<file path="src/rtl/core/cmdrc_pkg.sv">
// Shared constants and controller/datapath types for the retransmit cache.
`timescale 1ns / 1ps

package cmdrc_pkg;

    localparam int ENTRIES = 5;
    localparam int IDX_W = (ENTRIES > 1) ? $clog2(ENTRIES) : 1;

    typedef logic [IDX_W-1:0] idx_t;

    localparam idx_t LAST_IDX = idx_t'(ENTRIES - 1);
    localparam logic [31:0] TAG_LIMIT = 32'd256;
    localparam logic [7:0] DROP_AGE_RESET = 8'd3;

    // Source of the next output beat.
    typedef enum logic [1:0] {
        OSEL_ACK,
        OSEL_CMD,
        OSEL_PEND_MID,
        OSEL_PEND_LAST
    } osel_t;

    typedef struct packed {
        logic  load;
        logic  step;
        logic  clear_entry;
        logic  store_entry;
        logic  take_pend;
        logic  push;
        osel_t sel;
    } dp_cmd_t;

    typedef struct packed {
        logic is_scan;
        logic is_tag;
        logic idx_last;
        logic hit_ack;
        logic hit_cmd;
        logic tmo_drop;
        logic tmo_resend;
        logic pend_valid;
        logic out_free;
    } dp_status_t;

endpackage

</file>
<file path="src/rtl/core/cmdrc_if.sv">
// Valid/ready channel interfaces for notification input and result output.
`timescale 1ns / 1ps

interface cmdrc_in_if;
    logic        valid;
    logic        ready;
    logic        kind;
    logic [31:0] value;
    logic [31:0] now;

    modport source (output valid, kind, value, now, input ready);
    modport sink (input valid, kind, value, now, output ready);
endinterface

interface cmdrc_out_if;
    logic        valid;
    logic        ready;
    logic        dest;
    logic [31:0] word;
    logic        last;

    modport source (output valid, dest, word, last, input ready);
    modport sink (input valid, dest, word, last, output ready);
endinterface

</file>
<file path="src/rtl/core/cmdrc_ctrl.sv">
// Controller state machine that sequences the walk over the cache entries.
`timescale 1ns / 1ps

module cmdrc_ctrl
    import cmdrc_pkg::*;
(
    input  logic       clk,
    input  logic       rst_n,
    input  logic       in_valid,
    output logic       in_ready,
    input  dp_status_t status,
    output dp_cmd_t    cmd
);

    typedef enum logic [2:0] {
        S_IDLE,
        S_DECODE,
        S_ACK,
        S_ACK_OUT,
        S_CMD_OUT,
        S_CMD,
        S_TMO,
        S_FLUSH
    } state_t;

    state_t state_reg;
    state_t state_next;

    always_ff @(posedge clk or negedge rst_n)
    begin
        if (!rst_n)
        begin
            state_reg <= S_IDLE;
        end
        else
        begin
            state_reg <= state_next;
        end
    end

    assign in_ready = (state_reg == S_IDLE);

    always_comb
    begin
        state_next = state_reg;
        cmd = '0;
        cmd.sel = OSEL_ACK;
        case (state_reg)
            S_IDLE:
            begin
                if (in_valid)
                begin
                    cmd.load = 1'b1;
                    state_next = S_DECODE;
                end
            end
            S_DECODE:
            begin
                if (status.is_scan)
                begin
                    state_next = S_TMO;
                end
                else if (status.is_tag)
                begin
                    state_next = S_ACK;
                end
                else
                begin
                    state_next = S_CMD_OUT;
                end
            end
            S_ACK:
            begin
                if (status.hit_ack)
                begin
                    cmd.clear_entry = 1'b1;
                    state_next = S_ACK_OUT;
                end
                else if (status.idx_last)
                begin
                    state_next = S_ACK_OUT;
                end
                else
                begin
                    cmd.step = 1'b1;
                end
            end
            S_ACK_OUT:
            begin
                if (status.out_free)
                begin
                    cmd.push = 1'b1;
                    cmd.sel = OSEL_ACK;
                    state_next = S_IDLE;
                end
            end
            S_CMD_OUT:
            begin
                if (status.out_free)
                begin
                    cmd.push = 1'b1;
                    cmd.sel = OSEL_CMD;
                    state_next = S_CMD;
                end
            end
            S_CMD:
            begin
                if (status.hit_cmd)
                begin
                    cmd.store_entry = 1'b1;
                    state_next = S_IDLE;
                end
                else if (status.idx_last)
                begin
                    state_next = S_IDLE;
                end
                else
                begin
                    cmd.step = 1'b1;
                end
            end
            S_TMO:
            begin
                // A resend candidate is held back in the pending register so that the final
                // beat of the scan can be marked last.
                if (status.tmo_resend && status.pend_valid && !status.out_free)
                begin
                    state_next = S_TMO;
                end
                else
                begin
                    if (status.tmo_drop)
                    begin
                        cmd.clear_entry = 1'b1;
                    end
                    else if (status.tmo_resend)
                    begin
                        cmd.take_pend = 1'b1;
                        if (status.pend_valid)
                        begin
                            cmd.push = 1'b1;
                            cmd.sel = OSEL_PEND_MID;
                        end
                    end
                    if (status.idx_last)
                    begin
                        state_next = S_FLUSH;
                    end
                    else
                    begin
                        cmd.step = 1'b1;
                    end
                end
            end
            S_FLUSH:
            begin
                if (!status.pend_valid)
                begin
                    state_next = S_IDLE;
                end
                else if (status.out_free)
                begin
                    cmd.push = 1'b1;
                    cmd.sel = OSEL_PEND_LAST;
                    state_next = S_IDLE;
                end
            end
            default:
            begin
                state_next = S_IDLE;
            end
        endcase
    end

endmodule

</file>
<file path="src/rtl/core/cmdrc_dpath.sv">
// Datapath: entry registers, input latch, age compare and output register.
`timescale 1ns / 1ps

module cmdrc_dpath
    import cmdrc_pkg::*;
(
    input  logic        clk,
    input  logic        rst_n,
    input  logic        cfg_wr_en,
    input  logic [7:0]  cfg_wr_data,
    cmdrc_in_if.sink    in_ch,
    cmdrc_out_if.source out_ch,
    input  dp_cmd_t     cmd,
    output dp_status_t  status
);

    logic [7:0]  drop_age_reg;
    logic [31:0] cmd_reg [ENTRIES];
    logic [31:0] time_reg [ENTRIES];
    idx_t        idx_reg;
    logic        kind_reg;
    logic [31:0] value_reg;
    logic [31:0] now_reg;
    logic        pend_valid_reg;
    logic [31:0] pend_word_reg;
    logic        out_valid_reg;
    logic        out_dest_reg;
    logic [31:0] out_word_reg;
    logic        out_last_reg;

    logic [31:0] cur_cmd;
    logic [31:0] cur_time;
    logic [31:0] age;
    logic        occupied;
    logic        too_old;

    assign cur_cmd  = cmd_reg[idx_reg];
    assign cur_time = time_reg[idx_reg];
    assign age      = now_reg - cur_time;
    assign occupied = (cur_time != 32'd0);
    assign too_old  = (age >= {24'd0, drop_age_reg});

    always_comb
    begin
        status.is_scan    = kind_reg;
        status.is_tag     = (value_reg < TAG_LIMIT);
        status.idx_last   = (idx_reg == LAST_IDX);
        status.hit_ack    = (cur_cmd[7:0] == value_reg[7:0]);
        status.hit_cmd    = (cur_cmd == value_reg) || !occupied;
        status.tmo_drop   = occupied && too_old;
        status.tmo_resend = occupied && !too_old && (age != 32'd0);
        status.pend_valid = pend_valid_reg;
        status.out_free   = !out_valid_reg || out_ch.ready;
    end

    always_ff @(posedge clk or negedge rst_n)
    begin
        if (!rst_n)
        begin
            drop_age_reg   <= DROP_AGE_RESET;
            idx_reg        <= '0;
            pend_valid_reg <= 1'b0;
            out_valid_reg  <= 1'b0;
            for (int i = 0; i < ENTRIES; i++)
            begin
                cmd_reg[i]  <= '0;
                time_reg[i] <= '0;
            end
        end
        else
        begin
            if (cfg_wr_en)
            begin
                drop_age_reg <= cfg_wr_data;
            end
            if (cmd.load)
            begin
                idx_reg <= '0;
            end
            else if (cmd.step)
            begin
                idx_reg <= idx_reg + idx_t'(1);
            end
            if (cmd.clear_entry)
            begin
                cmd_reg[idx_reg]  <= '0;
                time_reg[idx_reg] <= '0;
            end
            else if (cmd.store_entry)
            begin
                cmd_reg[idx_reg]  <= value_reg;
                time_reg[idx_reg] <= now_reg;
            end
            if (cmd.take_pend)
            begin
                pend_valid_reg <= 1'b1;
            end
            else if (cmd.push && (cmd.sel == OSEL_PEND_LAST))
            begin
                pend_valid_reg <= 1'b0;
            end
            if (cmd.push)
            begin
                out_valid_reg <= 1'b1;
            end
            else if (out_ch.ready)
            begin
                out_valid_reg <= 1'b0;
            end
        end
    end

    always_ff @(posedge clk)
    begin
        if (cmd.load)
        begin
            kind_reg  <= in_ch.kind;
            value_reg <= in_ch.value;
            now_reg   <= in_ch.now;
        end
        if (cmd.take_pend)
        begin
            pend_word_reg <= cur_cmd;
        end
        if (cmd.push)
        begin
            case (cmd.sel)
                OSEL_ACK:
                begin
                    out_dest_reg <= 1'b0;
                    out_word_reg <= value_reg;
                    out_last_reg <= 1'b1;
                end
                OSEL_CMD:
                begin
                    out_dest_reg <= 1'b1;
                    out_word_reg <= value_reg;
                    out_last_reg <= 1'b1;
                end
                OSEL_PEND_MID:
                begin
                    out_dest_reg <= 1'b1;
                    out_word_reg <= pend_word_reg;
                    out_last_reg <= 1'b0;
                end
                OSEL_PEND_LAST:
                begin
                    out_dest_reg <= 1'b1;
                    out_word_reg <= pend_word_reg;
                    out_last_reg <= 1'b1;
                end
                default:
                begin
                    out_dest_reg <= 1'b1;
                    out_word_reg <= pend_word_reg;
                    out_last_reg <= 1'b1;
                end
            endcase
        end
    end

    assign out_ch.valid = out_valid_reg;
    assign out_ch.dest  = out_dest_reg;
    assign out_ch.word  = out_word_reg;
    assign out_ch.last  = out_last_reg;

endmodule

</file>
<file path="src/rtl/core/command_retransmit_cache_top.sv">
// Top level of the command retransmit cache.
//
// in_ch carries one beat per notification or timeout scan: kind, value, now.
// out_ch carries result beats: dest, word, last; last marks the final beat
// that an input beat causes. A scan with nothing to resend gives no beat.
// cfg_wr_en/cfg_wr_data write the 8-bit drop age; write only while idle.
// The block handles one input beat at a time. in_ch.ready is high only when
// the controller is idle. The walk visits one cache entry per cycle, save
// while a result beat that must be sent waits on a stalled receiver.
// Results sit in an output register, so a stalled receiver only holds the
// walk when a further beat must be sent; the next input beat may be taken
// while the last result still waits.
// Reset empties all entries and sets the drop age to 3.
`timescale 1ns / 1ps

module command_retransmit_cache_top
    import cmdrc_pkg::*;
(
    input  logic        clk,
    input  logic        rst_n,
    input  logic        cfg_wr_en,
    input  logic [7:0]  cfg_wr_data,
    cmdrc_in_if.sink    in_ch,
    cmdrc_out_if.source out_ch
);

    dp_cmd_t    dp_cmd;
    dp_status_t dp_status;
    logic       in_ready;

    assign in_ch.ready = in_ready;

    cmdrc_ctrl u_ctrl (
        .clk      (clk),
        .rst_n    (rst_n),
        .in_valid (in_ch.valid),
        .in_ready (in_ready),
        .status   (dp_status),
        .cmd      (dp_cmd)
    );

    cmdrc_dpath u_dpath (
        .clk         (clk),
        .rst_n       (rst_n),
        .cfg_wr_en   (cfg_wr_en),
        .cfg_wr_data (cfg_wr_data),
        .in_ch       (in_ch),
        .out_ch      (out_ch),
        .cmd         (dp_cmd),
        .status      (dp_status)
    );

endmodule

</file>
<file path="src/flat_wrapper.sv">
// flat-port wrapper written by rule: the top's interface ports become plain ports
module command_retransmit_cache_top_flat import cmdrc_pkg::*;
  (clk, rst_n, cfg_wr_en, cfg_wr_data, in_ch_valid, in_ch_kind, in_ch_value, in_ch_now, in_ch_ready, out_ch_valid, out_ch_dest, out_ch_word, out_ch_last, out_ch_ready);
  cmdrc_in_if in_ch_i ();
  cmdrc_out_if out_ch_i ();
  input  logic clk;
  input  logic rst_n;
  input  logic cfg_wr_en;
  input  logic [7:0] cfg_wr_data;
  input wire logic [$bits(in_ch_i.valid)-1:0] in_ch_valid;
  input wire logic [$bits(in_ch_i.kind)-1:0] in_ch_kind;
  input wire logic [$bits(in_ch_i.value)-1:0] in_ch_value;
  input wire logic [$bits(in_ch_i.now)-1:0] in_ch_now;
  output wire logic [$bits(in_ch_i.ready)-1:0] in_ch_ready;
  output wire logic [$bits(out_ch_i.valid)-1:0] out_ch_valid;
  output wire logic [$bits(out_ch_i.dest)-1:0] out_ch_dest;
  output wire logic [$bits(out_ch_i.word)-1:0] out_ch_word;
  output wire logic [$bits(out_ch_i.last)-1:0] out_ch_last;
  input wire logic [$bits(out_ch_i.ready)-1:0] out_ch_ready;
  assign in_ch_i.valid = in_ch_valid;
  assign in_ch_i.kind = in_ch_kind;
  assign in_ch_i.value = in_ch_value;
  assign in_ch_i.now = in_ch_now;
  assign in_ch_ready = in_ch_i.ready;
  assign out_ch_valid = out_ch_i.valid;
  assign out_ch_dest = out_ch_i.dest;
  assign out_ch_word = out_ch_i.word;
  assign out_ch_last = out_ch_i.last;
  assign out_ch_i.ready = out_ch_ready;
  command_retransmit_cache_top u_core (.clk(clk), .rst_n(rst_n), .cfg_wr_en(cfg_wr_en), .cfg_wr_data(cfg_wr_data), .in_ch(in_ch_i), .out_ch(out_ch_i));
endmodule
</file>
<file path="config.mk">
export PLATFORM = sky130hd
export DESIGN_NAME = command_retransmit_cache_top_flat
export DESIGN_NICKNAME = d
export VERILOG_FILES = /design/src/rtl/core/cmdrc_pkg.sv /design/src/rtl/core/cmdrc_if.sv /design/src/rtl/core/cmdrc_ctrl.sv /design/src/rtl/core/cmdrc_dpath.sv /design/src/rtl/core/command_retransmit_cache_top.sv /design/src/flat_wrapper.sv
export SDC_FILE = /design/constraint.sdc
export NUM_CORES = 1
export LEC_CHECK = 0
export BUFFER_PORTS_ARGS = -buffer_cell sky130_fd_sc_hd__buf_2
export CAP_MARGIN = 30
export CORE_ASPECT_RATIO = 1.1
export CORE_UTILIZATION = 67
export DETAILED_ROUTE_END_ITERATION = 7
export GPL_TIMING_DRIVEN = 1
export PLACE_DENSITY = 0.95
export SYNTH_ARGS = -nofsm -noshare
export SYNTH_HDL_FRONTEND = slang
export SYNTH_SLANG_ARGS = --single-unit
</file>
<file path="constraint.sdc">
create_clock -name clk -period 11.9 [get_ports clk]
set_clock_uncertainty 0.2 [all_clocks]
set_input_delay 0.595 -clock clk [delete_from_list [all_inputs] [get_ports clk]]
set_output_delay 0.595 -clock clk [all_outputs]
set_load 0.05 [all_outputs]
</file>
==> flow_metrics.env, run 1 <==
export IMPL_seq_area_um2=12400
export IMPL_synth_avg_cell_area_um2=12.0
export IMPL_insertion_delay_ns=0.62
export IMPL_synth_edf_count=131
export IMPL_gr_usage_met2=0.682
export IMPL_mappedNetlistArea_um2=22900
export IMPL_postRouteAntennaNets=0
export IMPL_pin_count=114
export IMPL_coreArea_um2=33500
export IMPL_ys_flop_type="dfrtp_1"
export IMPL_setup_violations=0
export IMPL_cts_sinks=467
export IMPL_fin_crit_ns=8.22
export IMPL_syn_nets=2025
export IMPL_portBuffers=113
export IMPL_hold_path_end="u_core.u_dpath.drop_age_reg[2]$_DFFE_PN0P_"
export IMPL_r2r_start="u_core.u_dpath.idx_reg[1]$_DFFE_PN0P_"
export IMPL_min_from="cfg_wr_data[2]"
export IMPL_whs_path_depth=3
export IMPL_cts_resized=0
export IMPL_cts_tree="built"
export IMPL_initial_core_util=0.684
export IMPL_use_met1=0.557
export IMPL_die_x_um=178
export IMPL_cellPowerDensity_nw_per_um2=283
export IMPL_crit_fanout=64
export IMPL_via_per_inst=7.98
export IMPL_fillCellCount=1854
export IMPL_crit_type="reg2reg"
export IMPL_hold_class="in2reg"
export IMPL_relSlewSlack=0.238
export IMPL_crit_arrival_ns=8.49
export IMPL_r2r_end="u_core.u_dpath.time_reg[63]$_DFFE_PN0P_"
export IMPL_top_usage_layer="met2"
export IMPL_fin_tns_setup_ns=0
export IMPL_status="complete, but fails checks"
export IMPL_synthTopCellsByArea="dfrtp_1, edfxtp_1, a22o_1"
export IMPL_cts_hold_buffers=26
export IMPL_wirelength_um=79000
export IMPL_post_dp_hpwl_um=42400
export IMPL_grt_usage=0.450
export IMPL_ys_ff_latch=467
export IMPL_peakVddDrop_uv=156
export IMPL_netlist_instances=1905
export IMPL_drv_cap=0
export IMPL_fin_nets=2099
export IMPL_drt_first_pass_iters=8
export IMPL_hold_violations=1
export IMPL_layout_commonest_cell="dfrtp_1"
export IMPL_gr_total_overflow=0
export IMPL_async_flop_share=0.719
export IMPL_crit_required_ns=12.17
export IMPL_mostFrequentLayoutCells="dfrtp_1, a22o_1, edfxtp_1, buf_2, a21oi_1"
export IMPL_violations="design-rule violations, negative hold slack"
export IMPL_rsz0062_at_grt="no"
export IMPL_clk_pin_slew_ns=0.07
export IMPL_worst_pin_slew_ns=1.14
export IMPL_synth_top_area_cell="dfrtp_1"
export IMPL_cts_root_buffer="clkbuf_16"
export IMPL_cp_slowest_cell="dfrtp_4"
export IMPL_grt_pass1_wl_um=117000
export IMPL_grt_use_met3=0.150
export IMPL_fmax_mhz=122
export IMPL_area_growth_pct=12.6
export IMPL_cts_buffers=47
export IMPL_gp_congestion=0.986
export IMPL_fin_util=0.770
export IMPL_yosysSeqAreaShare=0.539
export IMPL_row_count=70
export IMPL_multi_input_area_um2=9640
export IMPL_slowest_delay_ns=0.99
export IMPL_drc_errors=76
export IMPL_synth_cell_types=89
export IMPL_h_tree_depth=2
export IMPL_routedWlPerCell_um=32.2
export IMPL_slew_viol_final=0
export IMPL_synth_top_area_share=0.365
export IMPL_cts_setup_buffers=0
export IMPL_grt_pass1_vias=19300
export IMPL_fp_dieH_um=196
export IMPL_ys_warn_count=0
export IMPL_num_vias=19500
export IMPL_worst_r2r_path_depth=23
export IMPL_grt_start_max_net_pins=179
export IMPL_antenna_found_initial=3
export IMPL_cp_end_kind="flop"
export IMPL_clockBufferDepth=3
export IMPL_startpoint_type="flop"
export IMPL_drt_initial_drc_count=3638
export IMPL_post_route_period_util=0.691
export IMPL_whs_ns=-0.000966
export IMPL_p_leak_uw=0.0110
export IMPL_r2r_slack_ns=3.68
export IMPL_die_area_um2=34900
export IMPL_layout_drive_gt1_share=0.163
export IMPL_crit_chain="buf_4 > mux2i_1 > nor2_1 > a21oi_1 > o22ai_1 > ha_1 > inv_1 > fa_1 > nand3_1 > nand2_1 > xor2_1 > ha_1 > a21o_1 > a211oi_1 > o21ai_0 > o211ai_1 > nand4_1 > a2111oi_0 > nand4_1 > nor3_2 > o21ai_4 > nand3_4 > a22o_1"
==> cell usage after synthesis, drive strengths merged, types with 36 or more instances <==
master    n
buf     107
o21ai    48
dfrtp   334
nor2     56
clkbuf   73
mux2i    36
edfxtp  131
mux2     69
a21oi    91
a22oi    66
nand2    85
a22o    327
ha       41
xor2     38
==> critical path: cells and delay by family, from the launching register on <==
kind / cells / cell delay, ns
flip-flops: 1 / 0.99
buffers and inverters: 2 / 0.89
AO/OA/AOI/OAI: 9 / 2.37
AND/OR/NAND/NOR: 7 / 2.11
multiplexers: 1 / 0.21
adder cells (fa/ha/maj): 3 / 0.96
XOR/XNOR: 1 / 0.24
==> metrics by stage <==
stage | hold slack [ns] | cells | total power, uW | setup WS, ns | instance area [um^2]
finish | -0.000966 | 2449 | 7280 | 3.68 | 25800
CTS | 0.000736 | 2405 | 7000 | 4.23 | 25300
detailed placement | 0.287 | 2293 | 5370 | 4.31 | 23400
global route | -0.00282 | 2449 | 7490 | 3.29 | 25800
floorplan | 0.0994 | 1905 | 4530 | 5.76 | 22900
global placement | 0.281 | 2292 | 5230 | 4.44 | 23400
==> worst max-delay path by stage <==
stage                                               start                                        to  slack (ns)  depth (start not counted)
finish              u_core.u_dpath.idx_reg[1]$_DFFE_PN0P_   u_core.u_dpath.time_reg[63]$_DFFE_PN0P_        3.68                         23
global placement    u_core.u_dpath.idx_reg[1]$_DFFE_PN0P_  u_core.u_dpath.out_ch.word[25]$_DFFE_PP_        4.44                         17
global route        u_core.u_dpath.idx_reg[1]$_DFFE_PN0P_   u_core.u_dpath.time_reg[63]$_DFFE_PN0P_        3.29                         23
floorplan           u_core.u_dpath.idx_reg[2]$_DFFE_PN0P_      u_core.u_dpath.out_ch.dest$_DFFE_PP_        5.76                         25
detailed placement  u_core.u_dpath.idx_reg[1]$_DFFE_PN0P_  u_core.u_dpath.out_ch.word[15]$_DFFE_PP_        4.31                         17
CTS                 u_core.u_dpath.idx_reg[1]$_DFFE_PN0P_  u_core.u_dpath.out_ch.word[17]$_DFFE_PP_        4.23                         17
==> power breakdown <==
| group | switching, uW | internal, uW | leakage, uW |
|---|---|---|---|
| combinational | 1860 | 1100 | 0.00438 |
| clock | 677 | 912 | 0.000799 |
| sequential | 544 | 2190 | 0.00583 |
==> cell families after synthesis <==
group	share of synthesized area
mux	0.0595
compound gates	0.243
fa+ha+maj	0.0233
flops	0.539
xor+xnor	0.0180
simple gates	0.0764
buf+inv	0.0407
==> metal layers <==
metal	part of all wire	vias to the layer above
li1	-	7557
met1	0.33	9288
met2	0.45	2049
met3	0.14	639
met4	0.087	2
met5	0.00014	-
==> cell type report <==
cell class / instances / area share
inverter: 25 / 0.00364
multi-input combinational: 1233 / 0.374
clock buffer: 71 / 0.0564
sequential: 467 / 0.479
clock inverter: 15 / 0.00665
antenna: 1 / 0.0000971
timing repair buffer: 205 / 0.0589
tap: 432 / 0.0210
Power figures use the tool's default switching activity.
==> inputs of run 2 (changes only) <==
--- a/config.mk
+++ b/config.mk
@@ -8,10 +8,10 @@
 export BUFFER_PORTS_ARGS = -buffer_cell sky130_fd_sc_hd__buf_2
 export CAP_MARGIN = 30
 export CORE_ASPECT_RATIO = 1.1
-export CORE_UTILIZATION = 67
+export CORE_UTILIZATION = 62
 export DETAILED_ROUTE_END_ITERATION = 7
 export GPL_TIMING_DRIVEN = 1
-export PLACE_DENSITY = 0.95
+export PLACE_DENSITY = 0.92
 export SYNTH_ARGS = -nofsm -noshare
 export SYNTH_HDL_FRONTEND = slang
 export SYNTH_SLANG_ARGS = --single-unit
==> constraint.sdc (replaced) <==
create_clock -name clk -period 8 [get_ports clk]
set_clock_uncertainty 0.2 [all_clocks]
set_input_delay 0.4 -clock clk [delete_from_list [all_inputs] [get_ports clk]]
set_output_delay 0.4 -clock clk [all_outputs]
set_load 0.05 [all_outputs]
==> run 2 against run 1 <==
- the flow now finishes without violations
- die area rose by 8.0%
- global-route usage down 7.4 points
- sequential cell count unchanged
- worst hold slack better by 0.043 ns
- worst setup slack lost 2.9 ns
- fmax is 14% higher
- critical endpoint is now u_core.u_dpath.time_reg[154]$_DFFE_PN0P_
==> flow_metrics.env, run 2 (synthesis results as in run 1) <==
export IMPL_cts_hold_buffers=88
export IMPL_startpoint_type="flop"
export IMPL_die_area_um2=37700
export IMPL_status="finished, final reports clean"
export IMPL_r2r_start="u_core.u_dpath.idx_reg[1]$_DFFE_PN0P_"
export IMPL_cts_setup_buffers=0
export IMPL_relSlewSlack=0.269
export IMPL_area_growth_pct=14.0
export IMPL_setup_violations=0
export IMPL_post_route_period_util=0.902
export IMPL_crit_required_ns=8.33
export IMPL_fin_util=0.720
export IMPL_row_count=73
export IMPL_clockBufferDepth=3
export IMPL_peakVddDrop_uv=248
export IMPL_routedWlPerCell_um=27.3
export IMPL_pin_count=114
export IMPL_wirelength_um=69300
export IMPL_cts_tree="built"
export IMPL_diodes=0
export IMPL_crit_type="reg2reg"
export IMPL_grt_pass1_wl_um=108000
export IMPL_slew_viol_final=0
export IMPL_fin_crit_ns=7.22
export IMPL_stdcell_area_um2=26100
export IMPL_die_x_um=185
export IMPL_cts_resized=0
export IMPL_initial_core_util=0.631
export IMPL_portBuffers=113
export IMPL_cts_buffers=48
export IMPL_fin_tns_setup_ns=0
export IMPL_post_dp_cell_area_um2=23600
export IMPL_hold_violations=0
export IMPL_fmax_mhz=139
export IMPL_mostFrequentLayoutCells="dfrtp_1, a22o_1, edfxtp_1, buf_2, a21oi_1"
export IMPL_hold_class="in2reg"
export IMPL_layout_commonest_cell="dfrtp_1"
export IMPL_num_vias=18500
export IMPL_dp_slack_ns=1.10
export IMPL_crit_fanout=64
export IMPL_worst_pin_slew_ns=1.10
export IMPL_antenna_found_initial=0
export IMPL_cts_root_buffer="clkbuf_16"
export IMPL_layout_drive_gt1_share=0.165
export IMPL_grt_usage=0.376
export IMPL_fp_dieH_um=203
export IMPL_drv_cap=0
export IMPL_postRouteAntennaNets=0
export IMPL_h_tree_depth=2
export IMPL_p_leak_uw=0.0111
export IMPL_insertion_delay_ns=0.61
export IMPL_clk_pin_slew_ns=0.06
export IMPL_grt_pass1_vias=18900
export IMPL_via_per_inst=7.29
export IMPL_cts_sinks=467
export IMPL_worst_slack_ns=0.781
export IMPL_grt_start_max_net_pins=197
export IMPL_post_dp_hpwl_um=41300
export IMPL_drt_initial_drc_count=2356
export IMPL_fin_nets=2131
export IMPL_cp_end_kind="flop"
export IMPL_rsz0062_at_grt="no"
export IMPL_drt_first_pass_iters=7
export IMPL_coreArea_um2=36300
export IMPL_cellPowerDensity_nw_per_um2=401
export IMPL_crit_start="u_core.u_dpath.idx_reg[1]$_DFFE_PN0P_"
export IMPL_min_from="cfg_wr_en"
export IMPL_gr_total_overflow=0
export IMPL_whs_ns=0.0423
export IMPL_crit_arrival_ns=7.55
export IMPL_drc_errors=0
export IMPL_gp_congestion=1.00
-- run 2: where the power goes --
part / leakage (uW) / internal (uW) / switching (uW) / total, uW
Sequential: 0.00583 / 3260 / 667 / 3920
Clock: 0.000782 / 1300 / 974 / 2270
Combinational: 0.00450 / 1670 / 2610 / 4280
-- run 2: cell type report --
class                   instances  area [um^2]
clock inverters                20          179
clock buffers                  69         1410
multi-input cells            1233         9630
fillers                      2314        10200
inverters                      25         93.8
repair buffers                236         1810
well taps                     487          609
flip-flops and latches        467        12400
-- run 2: stage by stage --
step | cells | power (uW)
2_1_floorplan | 1905 | 6740
3_3_place_gp | 2356 | 7780
3_5_place_dp | 2358 | 7950
4_1_cts | 2535 | 10300
5_1_grt | 2537 | 10900
6_report | 2537 | 10500
-- run 2: worst paths after layout --
path	end	slack [ns]	depth (start not counted)
setup / recovery	u_core.u_dpath.time_reg[154]$_DFFE_PN0P_	0.78	22
max in group asynchronous	u_core.u_dpath.idx_reg[1]$_DFFE_PN0P_	5.87	3
setup reg to reg	u_core.u_dpath.time_reg[154]$_DFFE_PN0P_	0.78	22
hold reg to reg	u_core.u_dpath.time_reg[59]$_DFFE_PN0P_	0.30	1
hold / removal	u_core.u_dpath.drop_age_reg[0]$_DFFE_PN1P_	0.04	2
min in group asynchronous	u_core.u_dpath.cmd_reg[115]$_DFFE_PN0P_	0.14	2
-- run 2: critical path: stages, from the launching register on --
cell and delay (ns):
dfrtp_4 0.87, nor2b_2 0.33, buf_4 0.44, a22oi_1 0.12, o22ai_1 0.25, ha_1 0.24, inv_1 0.08, fa_1 0.44
nand3_1 0.15, nand2_1 0.10, xor2_1 0.17, ha_1 0.30, a21o_1 0.19, a211oi_1 0.21, o21ai_0 0.12, o211ai_1 0.18
nand4_1 0.15, a2111oi_0 0.58, nand4_1 0.40, nor3_2 0.35, o21ai_4 0.17, nand2_4 0.74, a22o_1 0.27
-- run 2: routing by layer --
layer	global-route usage	part of all wire	up-vias
met3	0.0839	0.10	334
met1	0.457	0.35	9167
li1	-	-	7644
met4	0.238	0.065	0
met5	0	0	-
met2	0.609	0.48	1350
